<file path="src/rtl/rse_pkg.sv">
// Shared constants for the postfix stack evaluator.
package rse_pkg;

	localparam int STACK_DEPTH = 64;
	localparam int DATA_W      = 32;
	localparam int ADDR_W      = $clog2(STACK_DEPTH);
	localparam int SP_W        = $clog2(STACK_DEPTH + 1);
	localparam int MODE_W      = 4;
	localparam int VALUE_W     = 31;
	localparam int COUNT_W     = 7;
	localparam int STATUS_W    = 2;
	localparam int CMP_W       = (SP_W > COUNT_W) ? SP_W : COUNT_W;

	// token kinds
	localparam logic [MODE_W-1:0] MODE_PUSH = 4'd0;
	localparam logic [MODE_W-1:0] MODE_ADD  = 4'd1;
	localparam logic [MODE_W-1:0] MODE_SUB  = 4'd2;
	localparam logic [MODE_W-1:0] MODE_MUL  = 4'd3;
	localparam logic [MODE_W-1:0] MODE_DIV  = 4'd4;
	localparam logic [MODE_W-1:0] MODE_NEG  = 4'd5;
	localparam logic [MODE_W-1:0] MODE_IF   = 4'd6;
	localparam logic [MODE_W-1:0] MODE_MAX  = 4'd7;
	localparam logic [MODE_W-1:0] MODE_MIN  = 4'd8;

	// status codes
	localparam logic [STATUS_W-1:0] ST_OK   = 2'd0;
	localparam logic [STATUS_W-1:0] ST_FEW  = 2'd1;
	localparam logic [STATUS_W-1:0] ST_DIV0 = 2'd2;
	localparam logic [STATUS_W-1:0] ST_OVF  = 2'd3;

endpackage

</file>
<file path="src/rtl/rse_divider.sv">
// Radix-2 restoring divider on unsigned magnitudes, one quotient bit per cycle.
module rse_divider (
	input  logic                        clk,
	input  logic                        arst_n,
	input  logic                        start,
	input  logic [rse_pkg::DATA_W-1:0]  dividend,
	input  logic [rse_pkg::DATA_W-1:0]  divisor,
	output logic                        done,
	output logic [rse_pkg::DATA_W-1:0]  quotient
);

	localparam int DW    = rse_pkg::DATA_W;
	localparam int CNT_W = $clog2(DW + 1);

	logic [DW-1:0]    rem_q;
	logic [DW-1:0]    quo_q;
	logic [DW-1:0]    den_q;
	logic [CNT_W-1:0] cnt_q;
	logic             busy_q;
	logic             done_q;
	logic [DW:0]      trial;
	logic [DW:0]      diff;

	assign trial = {rem_q, quo_q[DW-1]};
	assign diff  = trial - {1'b0, den_q};

	always_ff @(posedge clk or negedge arst_n) begin
		if (!arst_n) begin
			busy_q <= 1'b0;
			done_q <= 1'b0;
			cnt_q  <= '0;
		end else begin
			done_q <= 1'b0;
			if (start) begin
				busy_q <= 1'b1;
				cnt_q  <= CNT_W'(DW);
			end else if (busy_q) begin
				cnt_q <= cnt_q - 1'b1;
				if (cnt_q == CNT_W'(1)) begin
					busy_q <= 1'b0;
					done_q <= 1'b1;
				end
			end
		end
	end

	// datapath: shift in one dividend bit, subtract if it fits
	always_ff @(posedge clk) begin
		if (start) begin
			quo_q <= dividend;
			rem_q <= '0;
			den_q <= divisor;
		end else if (busy_q) begin
			if (!diff[DW]) begin
				rem_q <= diff[DW-1:0];
				quo_q <= {quo_q[DW-2:0], 1'b1};
			end else begin
				rem_q <= trial[DW-1:0];
				quo_q <= {quo_q[DW-2:0], 1'b0};
			end
		end
	end

	assign done     = done_q;
	assign quotient = quo_q;

endmodule

</file>
<file path="src/rtl/rpn_stack_evaluator_top.sv">
// Postfix token evaluator on a 32-bit signed operand stack held in one RAM.
//
//  channel | direction | handshake            | word carries
//  --------+-----------+----------------------+------------------------------
//  token   | in        | in_valid / in_ready  | mode, value, count, last
//  answer  | out       | out_valid / out_ready| result, status (last token only)
//
// Add/sub/mul/negate/IF/MAX/MIN fetch their operands from the top down through
// the one-read-per-cycle RAM port. Divide also waits for the bit-serial divider.
// A last word also waits while the previous answer still sits in the output
// register.
// Reset clears the stack pointer, the sticky error and the output valid flag;
// the stack RAM is not cleared, entries above the pointer are never read.
// in_ready is high only between words; out_ready low stalls only a last word.
module rpn_stack_evaluator_top (
	input  logic                              clk,
	input  logic                              arst_n,
	input  logic                              in_valid,
	output logic                              in_ready,
	input  logic [rse_pkg::MODE_W-1:0]        mode,
	input  logic [rse_pkg::VALUE_W-1:0]       value,
	input  logic [rse_pkg::COUNT_W-1:0]       count,
	input  logic                              last,
	output logic                              out_valid,
	input  logic                              out_ready,
	output logic signed [rse_pkg::DATA_W-1:0] result,
	output logic [rse_pkg::STATUS_W-1:0]      status
);

	localparam int DW     = rse_pkg::DATA_W;
	localparam int AW     = rse_pkg::ADDR_W;
	localparam int SW     = rse_pkg::SP_W;
	localparam int CW     = rse_pkg::CMP_W;

	// sequencer states, one-hot
	typedef enum logic [7:0] {
		S_IDLE = 8'b0000_0001,
		S_EXEC = 8'b0000_0010,
		S_RD   = 8'b0000_0100,
		S_CALC = 8'b0000_1000,
		S_DIV  = 8'b0001_0000,
		S_WB   = 8'b0010_0000,
		S_DONE = 8'b0100_0000,
		S_EMIT = 8'b1000_0000
	} state_t;

	state_t                          state_q;

	// latched token
	logic [rse_pkg::MODE_W-1:0]      mode_q;
	logic [rse_pkg::VALUE_W-1:0]     value_q;
	logic [rse_pkg::COUNT_W-1:0]     count_q;
	logic                            last_q;

	// architectural state
	logic [SW-1:0]                   sp_q;
	logic [rse_pkg::STATUS_W-1:0]    err_q;

	// operand fetch
	logic [SW-1:0]                   need_q;
	logic [SW-1:0]                   iss_q;
	logic [SW-1:0]                   got_q;
	logic [AW-1:0]                   rd_ptr_q;
	logic                            rvalid_s1;
	logic [DW-1:0]                   r0_q;
	logic [DW-1:0]                   r1_q;
	logic [DW-1:0]                   r2_q;
	logic [DW-1:0]                   best_q;
	logic [DW-1:0]                   res_q;

	// answer staging
	logic [rse_pkg::STATUS_W-1:0]    emit_st_q;
	logic                            emit_mem_q;
	logic                            out_valid_q;
	logic [DW-1:0]                   result_q;
	logic [rse_pkg::STATUS_W-1:0]    status_q;

	// stack RAM
	logic [DW-1:0]                   mem [rse_pkg::STACK_DEPTH];
	logic [DW-1:0]                   rd_data_q;
	logic                            mem_we;
	logic                            mem_re;
	logic [AW-1:0]                   mem_wa;
	logic [AW-1:0]                   mem_ra;
	logic [DW-1:0]                   mem_wd;

	// misc
	logic                            in_fire;
	logic                            out_load;
	logic                            err_ok;
	logic                            sp_full;
	logic [SW-1:0]                   sp_m1;
	logic [SW-1:0]                   wb_sp;
	logic [SW-1:0]                   got_p1;
	logic [DW-1:0]                   alu;
	logic [2*DW-1:0]                 prod;
	logic [DW-1:0]                   mag_a;
	logic [DW-1:0]                   mag_b;
	logic [DW-1:0]                   quo;
	logic [DW-1:0]                   quo_signed;
	logic [DW-1:0]                   fold;
	logic                            div_start;
	logic                            div_done;
	logic                            div_zero;
	logic                            cnt_bad;

	assign in_ready  = (state_q == S_IDLE);
	assign in_fire   = in_valid && in_ready;
	assign out_load  = !out_valid_q || out_ready;
	assign err_ok    = (err_q == rse_pkg::ST_OK);
	assign sp_full   = (sp_q >= SW'(rse_pkg::STACK_DEPTH));
	assign sp_m1     = sp_q - 1'b1;
	assign wb_sp     = sp_q - need_q;
	assign got_p1    = got_q + 1'b1;
	assign cnt_bad   = (count_q == '0) || (CW'(count_q) > CW'(sp_q));

	// RAM port control: one access per cycle, the sequencer keeps them apart
	always_comb begin
		mem_we = 1'b0;
		mem_wa = sp_q[AW-1:0];
		mem_wd = DW'(value_q);
		mem_re = 1'b0;
		mem_ra = sp_m1[AW-1:0];
		if (state_q == S_EXEC) begin
			mem_we = err_ok && (mode_q == rse_pkg::MODE_PUSH) && !sp_full;
		end
		if (state_q == S_WB) begin
			mem_we = 1'b1;
			mem_wa = wb_sp[AW-1:0];
			mem_wd = res_q;
		end
		if (state_q == S_RD) begin
			mem_re = (iss_q < need_q);
			mem_ra = rd_ptr_q;
		end
		if (state_q == S_DONE) begin
			mem_re = last_q && err_ok && (sp_q != '0);
		end
	end

	always_ff @(posedge clk) begin
		if (mem_we) begin
			mem[mem_wa] <= mem_wd;
		end
		if (mem_re) begin
			rd_data_q <= mem[mem_ra];
		end
	end

	// running max/min over arriving operands
	always_comb begin
		fold = best_q;
		if (got_q == '0) begin
			fold = rd_data_q;
		end else if (mode_q == rse_pkg::MODE_MAX) begin
			if ($signed(best_q) < $signed(rd_data_q)) fold = rd_data_q;
		end else begin
			if ($signed(rd_data_q) < $signed(best_q)) fold = rd_data_q;
		end
	end

	// r0 = deepest operand, r1 next, r2 top (for IF)
	assign prod  = r0_q * r1_q;
	assign mag_a = r0_q[DW-1] ? ('0 - r0_q) : r0_q;
	assign mag_b = r1_q[DW-1] ? ('0 - r1_q) : r1_q;
	assign quo_signed = (r0_q[DW-1] ^ r1_q[DW-1]) ? ('0 - quo) : quo;
	assign div_zero  = (r1_q == '0);
	assign div_start = (state_q == S_CALC) && (mode_q == rse_pkg::MODE_DIV) && !div_zero;

	always_comb begin
		case (mode_q) inside
			rse_pkg::MODE_ADD:           alu = r0_q + r1_q;
			rse_pkg::MODE_SUB:           alu = r0_q - r1_q;
			rse_pkg::MODE_MUL:           alu = prod[DW-1:0];
			rse_pkg::MODE_NEG:           alu = '0 - r0_q;
			rse_pkg::MODE_IF:            alu = ($signed(r0_q) > 0) ? r1_q : r2_q;
			rse_pkg::MODE_MAX,
			rse_pkg::MODE_MIN:           alu = best_q;
			default:                     alu = '0;
		endcase
	end

	rse_divider u_div (
		.clk      (clk),
		.arst_n   (arst_n),
		.start    (div_start),
		.dividend (mag_a),
		.divisor  (mag_b),
		.done     (div_done),
		.quotient (quo)
	);

	// token payload, no reset
	always_ff @(posedge clk) begin
		if (in_fire) begin
			mode_q  <= mode;
			value_q <= value;
			count_q <= count;
			last_q  <= last;
		end
		if (state_q == S_RD && rvalid_s1) begin
			r0_q   <= rd_data_q;
			r1_q   <= r0_q;
			r2_q   <= r1_q;
			best_q <= fold;
		end
		if (state_q == S_CALC) begin
			res_q <= alu;
		end
		if (state_q == S_DIV && div_done) begin
			res_q <= quo_signed;
		end
		if (state_q == S_EMIT && out_load) begin
			result_q <= emit_mem_q ? rd_data_q : '0;
			status_q <= emit_st_q;
		end
	end

	// sequencer
	always_ff @(posedge clk or negedge arst_n) begin
		if (!arst_n) begin
			state_q     <= S_IDLE;
			sp_q        <= '0;
			err_q       <= rse_pkg::ST_OK;
			need_q      <= '0;
			iss_q       <= '0;
			got_q       <= '0;
			rd_ptr_q    <= '0;
			rvalid_s1   <= 1'b0;
			emit_st_q   <= rse_pkg::ST_OK;
			emit_mem_q  <= 1'b0;
			out_valid_q <= 1'b0;
		end else begin
			rvalid_s1 <= (state_q == S_RD) && mem_re;
			if (out_valid_q && out_ready) begin
				out_valid_q <= 1'b0;
			end
			unique case (state_q)
				S_IDLE: begin
					if (in_fire) state_q <= S_EXEC;
				end
				S_EXEC: begin
					iss_q    <= '0;
					got_q    <= '0;
					rd_ptr_q <= sp_m1[AW-1:0];
					state_q  <= S_DONE;
					if (err_ok) begin
						unique case (mode_q) inside
							rse_pkg::MODE_PUSH: begin
								if (sp_full) err_q <= rse_pkg::ST_OVF;
								else         sp_q  <= sp_q + 1'b1;
							end
							rse_pkg::MODE_ADD, rse_pkg::MODE_SUB,
							rse_pkg::MODE_MUL, rse_pkg::MODE_DIV: begin
								need_q <= SW'(2);
								if (sp_q < SW'(2)) err_q   <= rse_pkg::ST_FEW;
								else               state_q <= S_RD;
							end
							rse_pkg::MODE_NEG: begin
								need_q <= SW'(1);
								if (sp_q == '0) err_q   <= rse_pkg::ST_FEW;
								else            state_q <= S_RD;
							end
							rse_pkg::MODE_IF: begin
								need_q <= SW'(3);
								if (sp_q < SW'(3)) err_q   <= rse_pkg::ST_FEW;
								else               state_q <= S_RD;
							end
							rse_pkg::MODE_MAX, rse_pkg::MODE_MIN: begin
								need_q <= SW'(count_q);
								if (cnt_bad) err_q   <= rse_pkg::ST_FEW;
								else         state_q <= S_RD;
							end
							default: ; // unused kinds do nothing
						endcase
					end
				end
				S_RD: begin
					if (mem_re) begin
						iss_q    <= iss_q + 1'b1;
						rd_ptr_q <= rd_ptr_q - 1'b1;
					end
					if (rvalid_s1) begin
						got_q <= got_p1;
						if (got_p1 == need_q) state_q <= S_CALC;
					end
				end
				S_CALC: begin
					if (mode_q == rse_pkg::MODE_DIV) begin
						if (div_zero) begin
							err_q   <= rse_pkg::ST_DIV0;
							state_q <= S_DONE;
						end else begin
							state_q <= S_DIV;
						end
					end else begin
						state_q <= S_WB;
					end
				end
				S_DIV: begin
					if (div_done) state_q <= S_WB;
				end
				S_WB: begin
					sp_q    <= wb_sp + 1'b1;
					state_q <= S_DONE;
				end
				S_DONE: begin
					if (!last_q) begin
						state_q <= S_IDLE;
					end else begin
						emit_mem_q <= err_ok && (sp_q != '0);
						if (!err_ok)         emit_st_q <= err_q;
						else if (sp_q == '0) emit_st_q <= rse_pkg::ST_FEW;
						else                 emit_st_q <= rse_pkg::ST_OK;
						state_q <= S_EMIT;
					end
				end
				S_EMIT: begin
					if (out_load) begin
						out_valid_q <= 1'b1;
						sp_q        <= '0;
						err_q       <= rse_pkg::ST_OK;
						state_q     <= S_IDLE;
					end
				end
				default: state_q <= S_IDLE;
			endcase
		end
	end

	assign out_valid = out_valid_q;
	assign result    = result_q;
	assign status    = status_q;

	// stack pointer never passes the depth
	a_sp_bound: assert property (@(posedge clk) disable iff (!arst_n)
		sp_q <= SW'(rse_pkg::STACK_DEPTH))
		else $error("stack pointer beyond depth");

	// divider finishes only while the sequencer waits for it
	a_div_done: assert property (@(posedge clk) disable iff (!arst_n)
		div_done |-> (state_q == S_DIV))
		else $error("divider done outside wait state");

	// no stack write once the expression has failed
	a_no_wr_err: assert property (@(posedge clk) disable iff (!arst_n)
		mem_we |-> err_ok)
		else $error("stack written under sticky error");

	// answer hand-off clears the expression state
	a_emit_clear: assert property (@(posedge clk) disable iff (!arst_n)
		(state_q == S_EMIT && out_load) |=> (sp_q == '0 && err_ok && out_valid_q))
		else $error("expression state not cleared after answer");

endmodule
</file>
<file path="config.mk">
export PLATFORM = sky130hd
export DESIGN_NAME = rpn_stack_evaluator_top
export DESIGN_NICKNAME = d
export VERILOG_FILES = /design/src/rtl/rse_pkg.sv /design/src/rtl/rse_divider.sv /design/src/rtl/rpn_stack_evaluator_top.sv
export SDC_FILE = /design/constraint.sdc
export NUM_CORES = 2
export LEC_CHECK = 0
export BUFFER_PORTS_ARGS = -buffer_cell sky130_fd_sc_hd__buf_2
export CORE_MARGIN = 4
export CORE_UTILIZATION = 66
export CTS_BUF_LIST = sky130_fd_sc_hd__clkbuf_4
export DETAILED_ROUTE_END_ITERATION = 16
export PLACE_DENSITY = 0.84
export SLEW_MARGIN = 0
export SYNTH_ARGS = -nofsm -noshare
export SYNTH_HDL_FRONTEND = slang
export SYNTH_SLANG_ARGS = --single-unit
</file>
<file path="constraint.sdc">
create_clock -name clk -period 16.9 [get_ports clk]
set_clock_uncertainty 0.15 [all_clocks]
set_input_delay 3.38 -clock clk [delete_from_list [all_inputs] [get_ports clk]]
set_output_delay 3.38 -clock clk [all_outputs]
set_load 0.005 [all_outputs]
</file>
# Word-level counts from Yosys, hierarchy flattened
# Memories as Yosys holds them, arrays and structs flattened. A register that Yosys moved wholly into a read port is not among the register bits.
# Index checks and enable logic that the tools add are counted.
totals:
  register_bits: 390
  ram_bits: 2048
  inputBits: 47
  output_inout_bits: 36
  word_cells: 212
  n_memories: 1
memory_table:
  columns: ["name", "depth", "width", "read_ports", "rd_clocked_by_memory_dff", "write_ports", "line", "rtl"]
  rows:
  - ["mem", 64, 32, 1, 1, 1, "rpn_stack_evaluator_top.sv:79", "logic [DW-1:0] mem [rse_pkg::STACK_DEPTH];"]
classes:
  add_sub_neg: 14
  n_mul: 1
  n_lt_le_gt_ge: 8
  n_eq_ne: 36
  n_mux: 80
  bitwise: 1
  reduce_logical: 42
ops:
  columns: ["op", "n"]
  rows:
  - ["2-to-1 mux 32 bit", 19]
  - ["subtractor 1 x 32 -> 32 bit (first input constant)", 3]
  - ["2-to-1 mux 7 bit", 12]
  - ["< comparator 32 bit", 2]
  - ["case mux 8 bit (8 select lines)", 1]
  - ["2-to-1 mux 8 bit", 7]
  - ["case mux 7 bit (4 select lines)", 2]
  - ["subtractor 33 x 32 -> 33 bit", 1]
  - ["adder 32 bit", 1]
  - ["greater-than comparator 32 x 1 -> 1 bit (second input constant)", 1]
  - ["logical NOT 32 bit", 1]
  - ["multiplier 32 x 32 -> 32 bit", 1]
  - ["subtractor 32 bit", 1]
  - ["2-to-1 mux 31 bit", 1]
  - ["2-to-1 mux 6 bit", 5]
  - ["adder 7 x 1 -> 7 bit (second input constant)", 4]
  - ["case mux 7 bit (2 select lines)", 2]
  - ["logical NOT 7 bit", 3]
  - ["case mux 7 bit (3 select lines)", 1]
  - ["2-to-1 mux 2 bit", 10]
  - ["subtractor 6 x 1 -> 6 bit (second input constant)", 3]
  - ["2-to-1 mux 1 bit", 17]
  - ["== test 4 x 3 -> 1 bit (second input constant)", 4]
  - ["< comparator 7 x 2 -> 1 bit (second input constant)", 2]
  - ["41 further kinds", 78]

# Longest topological paths before layout
depth:
  depth_word: 10
  depth_mapped: 29
  depth_no_buf: 26

# Modules after synthesis
# From an unflattened synthesis, not the netlist that was laid out.
hier_totals:
  hier_cells: 7673
  hier_area_um2: 120837.1
modules_own_cells:
  columns: ["mod", "instances", "cells_per_inst", "area_each_um2", "seq_area_each_um2"]
  rows:
  - ["rpn_stack_evaluator_top", 1, 7092, 114950.2, 70804.2]
  - ["rse_divider", 1, 581, 5886.9, 2762.6]

# Least setup slack after synthesis
# Ideal clock, no wire load.
synth_path:
  path_type: "register to register"
  start: "register r0_q[11]"
  end: "register res_q[29], data pin"
  setup_time_ns: 0.261
  arrival_ns: 7.031
  required_ns: 16.489
  setup_slack_ns: 9.459
  path_stages_with_launch: 27
  n_path_buf: 2
  period_less_slack_ns: 7.441
  cell_sequence: "edfxtp_1 clkbuf_1 clkbuf_1 and2_1 fa_1 fa_1 fa_1 inv_1 fa_1 inv_1 fa_1 inv_1 fa_1 inv_1 fa_1 fa_1 ha_1 a21o_1 a21o_1 a21oi_1 o21ai_0 a21o_1 o41ai_1 nor2_1 a21oi_1 nor2_1 o32a_1"
synth_via:
  elab_chain_cells: 9
  word_cells_on_any_way: 13
  classes_between: "3 x add/sub; 1 x mul; 1 x order compare; 8 x mux"
synth_lines:
  columns: ["item", "line", "rtl"]
  rows:
  - ["start: declaration", "rpn_stack_evaluator_top.sv:65", "logic [DW-1:0] r0_q;"]
  - ["start signal: assignment", "rpn_stack_evaluator_top.sv:202", "r0_q <= rd_data_q;"]
  - ["branches (longest 6 deep; another with multiplier 32 x 32 -> 32 bit)", null, null]
  - ["2-to-1 mux 32 bit (*)", "rpn_stack_evaluator_top.sv:171", "case (mode_q) inside"]
  - ["2-to-1 mux 32 bit (*)", "rpn_stack_evaluator_top.sv:207", "if (state_q == S_CALC) begin"]
  - ["2-to-1 mux 32 bit (*)", "rpn_stack_evaluator_top.sv:210", "if (state_q == S_DIV && div_done) begin"]
  - ["end signal: assignment", "rpn_stack_evaluator_top.sv:208", "res_q <= alu;"]
  - ["end signal: assignment", "rpn_stack_evaluator_top.sv:211", "res_q <= quo_signed;"]
  - ["end: declaration", "rpn_stack_evaluator_top.sv:69", "logic [DW-1:0] res_q;"]
# Mark *: on every way between the ends. The select of a mux whose other input is x is not followed.
# A chain may end at the register's enable or synchronous reset.

# Worst setup path after layout
layout_path:
  start: "register r1_q[2]"
  end: "register res_q[31], data pin"
layout_via:
  elab_chain_cells: 6
  word_cells_on_any_way: 8
  classes_between: "2 x add/sub; 1 x mul; 5 x mux"
layout_lines:
  columns: ["item", "line", "rtl"]
  rows:
  - ["start: declaration", "rpn_stack_evaluator_top.sv:66", "logic [DW-1:0] r1_q;"]
  - ["start signal: assignment", "rpn_stack_evaluator_top.sv:203", "r1_q <= r0_q;"]
  - ["multiplier 32 x 32 -> 32 bit", "rpn_stack_evaluator_top.sv:163", "assign prod = r0_q * r1_q;"]
  - ["2-to-1 mux 32 bit (2 in series)", "rpn_stack_evaluator_top.sv:171", null]
  - ["2-to-1 mux 32 bit (*)", "rpn_stack_evaluator_top.sv:171", null]
  - ["2-to-1 mux 32 bit (*)", "rpn_stack_evaluator_top.sv:207", null]
  - ["2-to-1 mux 32 bit (*)", "rpn_stack_evaluator_top.sv:210", null]
# Every way passes the cells marked *; elsewhere a longest branch is shown, timed or not. The select of a mux whose other input is x is not followed.

==> PnR_summary.wiki <==
{| class="wikitable"
! Metric !! Value
|-
| Initial Util || between 60% and 70%
|-
| Initial antenna violation count || 15
|-
| Sequential area share after synthesis || 59.5%
|-
| Setup bufs post-CTS || 0
|-
| Peak ir drop on the vdd network || roughly 0.084 mV
|-
| Cell type with the largest total area after synthesis || edfxtp_1
|-
| Worst min-delay path category || flop to flop
|-
| Portion of synthesized cell area occupied by the leading cell type || just under 60%
|-
| First-pass GRT wire length || approximately 540 mm
|-
| Worst EP arrival || 9.83 ns
|-
| Post-CTS Hold Fix Bufs || 0
|-
| Final count of hold timing violations || 0
|-
| Synthesis Warnings || 0
|-
| Classification of the worst setup path || flop to flop
|-
| Max-Cap Viols || 0
|-
| Kind of cell adding the most delay to the critical path || adder cells
|-
| Maximum number of pins on one net before global-route repair || about 220
|-
| F_max || between 100 and 150 MHz
|-
| Number of cells upsized or downsized after cts || 0
|-
| Final period utilization || between 50 and 60%
|-
| Standard-cell rows || roughly 160
|-
| Number of placed I/O pins || 83
|-
| Slew Limit Fails || 0
|-
| Netlist area before placement || about 120,000 um^2
|-
| Top_reg_cell synth || edfxtp_1
|-
| Fin nets || 11,376
|-
| Clock Sinks || between 2,000 and 2,500
|-
| Most common library cell in the layout ignoring fill and taps || edfxtp_1
|-
| Headroom to the max-slew limit || ~13%
|-
| FF-to-FF End || res_q[31]
|-
| Maximum root-to-sink buffer count || 4
|-
| Final setup violation count || 0
|-
| Category of the worst setup path launch point || flop
|-
| Wire length reported by the detailed router || approximately 370 mm
|-
| Tot GR Track Use || a little under two fifths
|-
| Number of distinct library cell variants in the gate-level netlist after synthesis || 96
|-
| Cell type of the slowest stage on the worst timing path || edfxtp_1
|-
| Htree depth || 6
|-
| Required time of the worst setup path || 17.91 ns
|-
| Final weighted congestion in routability-driven placement || approximately 1.1
|-
| Transition time at the pin with the least slew margin || about 1.3 ns
|-
| Share of cells above drive strength 1 || between 10% and 20%
|-
| Async set-or-reset flop fraction in the synthesized netlist || 2.31%
|-
| Power Density || 111 nW/um^2
|-
| Standard cell core area || between 150,000 and 200,000 um^2
|-
| Mean Syn Cell Area || approximately 12 um^2
|-
| Number of global-route vias before repair || a little under 90,000
|-
| RSZ-0062 raised after global routing || false
|-
| Placed wire-length estimate || ~220 mm
|-
| Clock tree from TritonCTS || done
|-
| Overall overflow remaining after global route || 0
|-
| Kind of capture point of the worst setup path || flop
|-
| Top library cells by usage in the layout, fill and taps aside || edfxtp_1 (2,381), nand2_1 (2,098), nand3_1 (957)
|-
| Most frequent cell on the critical path || fa_1
|-
| Largest fanout of any net on the critical path || 31
|-
| Total number of vias || a little under 90,000
|-
| Cell chain of the critical path || and2_1 > fa_1 > inv_1 > fa_1 > fa_1 > fa_1 > inv_1 > fa_1 > inv_1 > fa_1 > inv_1 > fa_1 > fa_1 > ha_1 > a21o_1 > a21o_1 > a21oi_1 > o21ai_0 > a21o_1 > o41ai_1 > a21oi_1 > xnor2_1 > nand2_1 > a41oi_1
|-
| Routed vias/inst || between 6 and 7
|-
| Destination of the worst hold path || status[0]
|-
| Synthesized net count || between 10,000 and 15,000
|-
| Static leakage power || approximately 0.053 uW
|-
| Worst hold stages || 0
|-
| Area growth, synth to finish || 8.89%
|-
| Worst-skew pair later-pin latency || roughly 1.4 ns
|-
| Initial detailed-routing violation count || 12,553
|-
| Buffer cell driving the clock tree root || clkbuf_4
|-
| Number of buffers added by the clock tree synthesis step || 625
|-
| FF+latch count, synth || between 2,000 and 2,500
|-
| Number of cells traversed by the worst register-to-register path || 24
|-
| Clock-pin slew of the registers on the worst-case setup and hold paths || 0.07 ns
|-
| Synth Instances || between 10,000 and 15,000
|-
| Die Wd || about 440 um
|-
| Worst Path Buf+Inv || 4
|-
| DRT Pass-1 Iters || 8
|-
| Shortest clock period the worst path allows after layout || just under 9 ns
|-
| Die Span Y || approximately 440 um
|-
| ANT nets after route || 0
|-
| Critical register-to-register path startpoint || r1_q[2]
|-
| Routed wire per std cell || 27.2 um
|-
| FF-to-FF setup slack || 8.08 ns
|-
| TNS Setup || 0 ns
|-
| Number of enable flip-flop cells after synthesis || 2,381
|-
| Port Buffers || 82
|-
| Delay of the slowest critical-path stage || 1.14 ns
|-
| Status || finished clean
|-
| Total power after layout || around 15,000 uW
|-
| Leading cell types by total area after synthesis || edfxtp_1 (58%), fa_1 (6.7%), nand2_1 (6.4%)
|-
| HP Start || emit_st_q[0]
|-
| Residual DRC || 0
|-
| DIE AREA || ~200,000 um^2
|}
report_power, final:
group          internal [uW]  switching, uW
Clock                   2510           2390
Combinational            766           2180
Sequential              7020           66.2
Total                  10300           4640
how the worst max path moves through the flow:
| stage | startpoint | endpoint | slack, ns | depth (start not counted) |
|---|---|---|---|---|
| after global placement | r1_q[2] | res_q[31] | 8.36 | 24 |
| after CTS | r1_q[2] | res_q[31] | 8.32 | 24 |
| after global routing | r1_q[2] | res_q[31] | 7.85 | 24 |
| after floorplan | r0_q[11] | res_q[29] | 9.46 | 26 |
| final | r1_q[2] | res_q[31] | 8.08 | 24 |
| after detailed placement | r1_q[2] | res_q[31] | 8.29 | 24 |
kinds of logic after synthesis:
logic type	synth area share [%]
buf+inv	3.67
fa+ha+maj	9.52
flops	59.5
xor+xnor	1.87
mux	4.99
compound gates	5.75
simple gates	14.7
per-layer routing:
layer	vias to the layer above	GRT usage [%]	part of all wire (%)
met5	-	0	0.0030
met4	2	26.5	8.3
met1	42293	47.2	33
li1	37479	-	-
met2	6544	58.2	46
met3	1417	9.67	13
per-stage QoR:
step	hold WS [ns]	instance area [um^2]	utilization, %	cells	setup slack, ns
2_1_floorplan	0.269	124000	-	10319	9.46
3_3_place_gp	0.287	127000	68.4	12489	8.36
3_5_place_dp	0.295	127000	68.4	12489	8.29
4_1_cts	0.276	135000	72.4	13523	8.32
5_1_grt	0.289	135000	72.4	13531	7.85
6_report	0.277	135000	72.4	13541	8.08
flip-flops by register name (all words and copies together) (netlist names), 8 cells and up:
| name | flops |
|---|---|
| best_q | 32 |
| mem | 2048 |
| r0_q | 32 |
| r1_q | 32 |
| r2_q | 32 |
| rd_data_q | 32 |
| res_q | 32 |
| result | 32 |
| state_q | 8 |
| u_div.den_q | 32 |
| u_div.quotient | 32 |
| u_div.rem_q | 32 |
| value_q | 31 |
final cells by class:
| cell class | count | area (um^2) |
|---|---|---|
| Fill cell | 11998 | 51200 |
| Multi-Input combinational cell | 6677 | 46200 |
| Tap cell | 2480 | 3100 |
| Inverter | 551 | 2070 |
| Antenna cell | 18 | 45.0 |
| Clock inverter | 139 | 707 |
| Sequential cell | 2470 | 73600 |
| Timing Repair Buffer | 311 | 2230 |
| Clock buffer | 895 | 6720 |
synth_stat cells, types with 55 or more instances:
| cell type | count |
|---|---|
| edfxtp_1 | 2381 |
| nand2_1 | 2099 |
| nand3_1 | 957 |
| mux2i_1 | 577 |
| inv_1 | 548 |
| clkbuf_1 | 482 |
| fa_1 | 412 |
| o21ai_0 | 301 |
| and2_1 | 299 |
| nor2_1 | 294 |
| ha_1 | 281 |
| a21oi_1 | 186 |
| xnor2_1 | 175 |
| o211ai_1 | 146 |
| buf_2 | 96 |
| xor2_1 | 89 |
| and3_1 | 81 |
| nor3_1 | 66 |
| or3_1 | 63 |
| dfrtp_1 | 56 |
| a211oi_1 | 55 |
No activity file was read; power rests on OpenSTA's default activity.
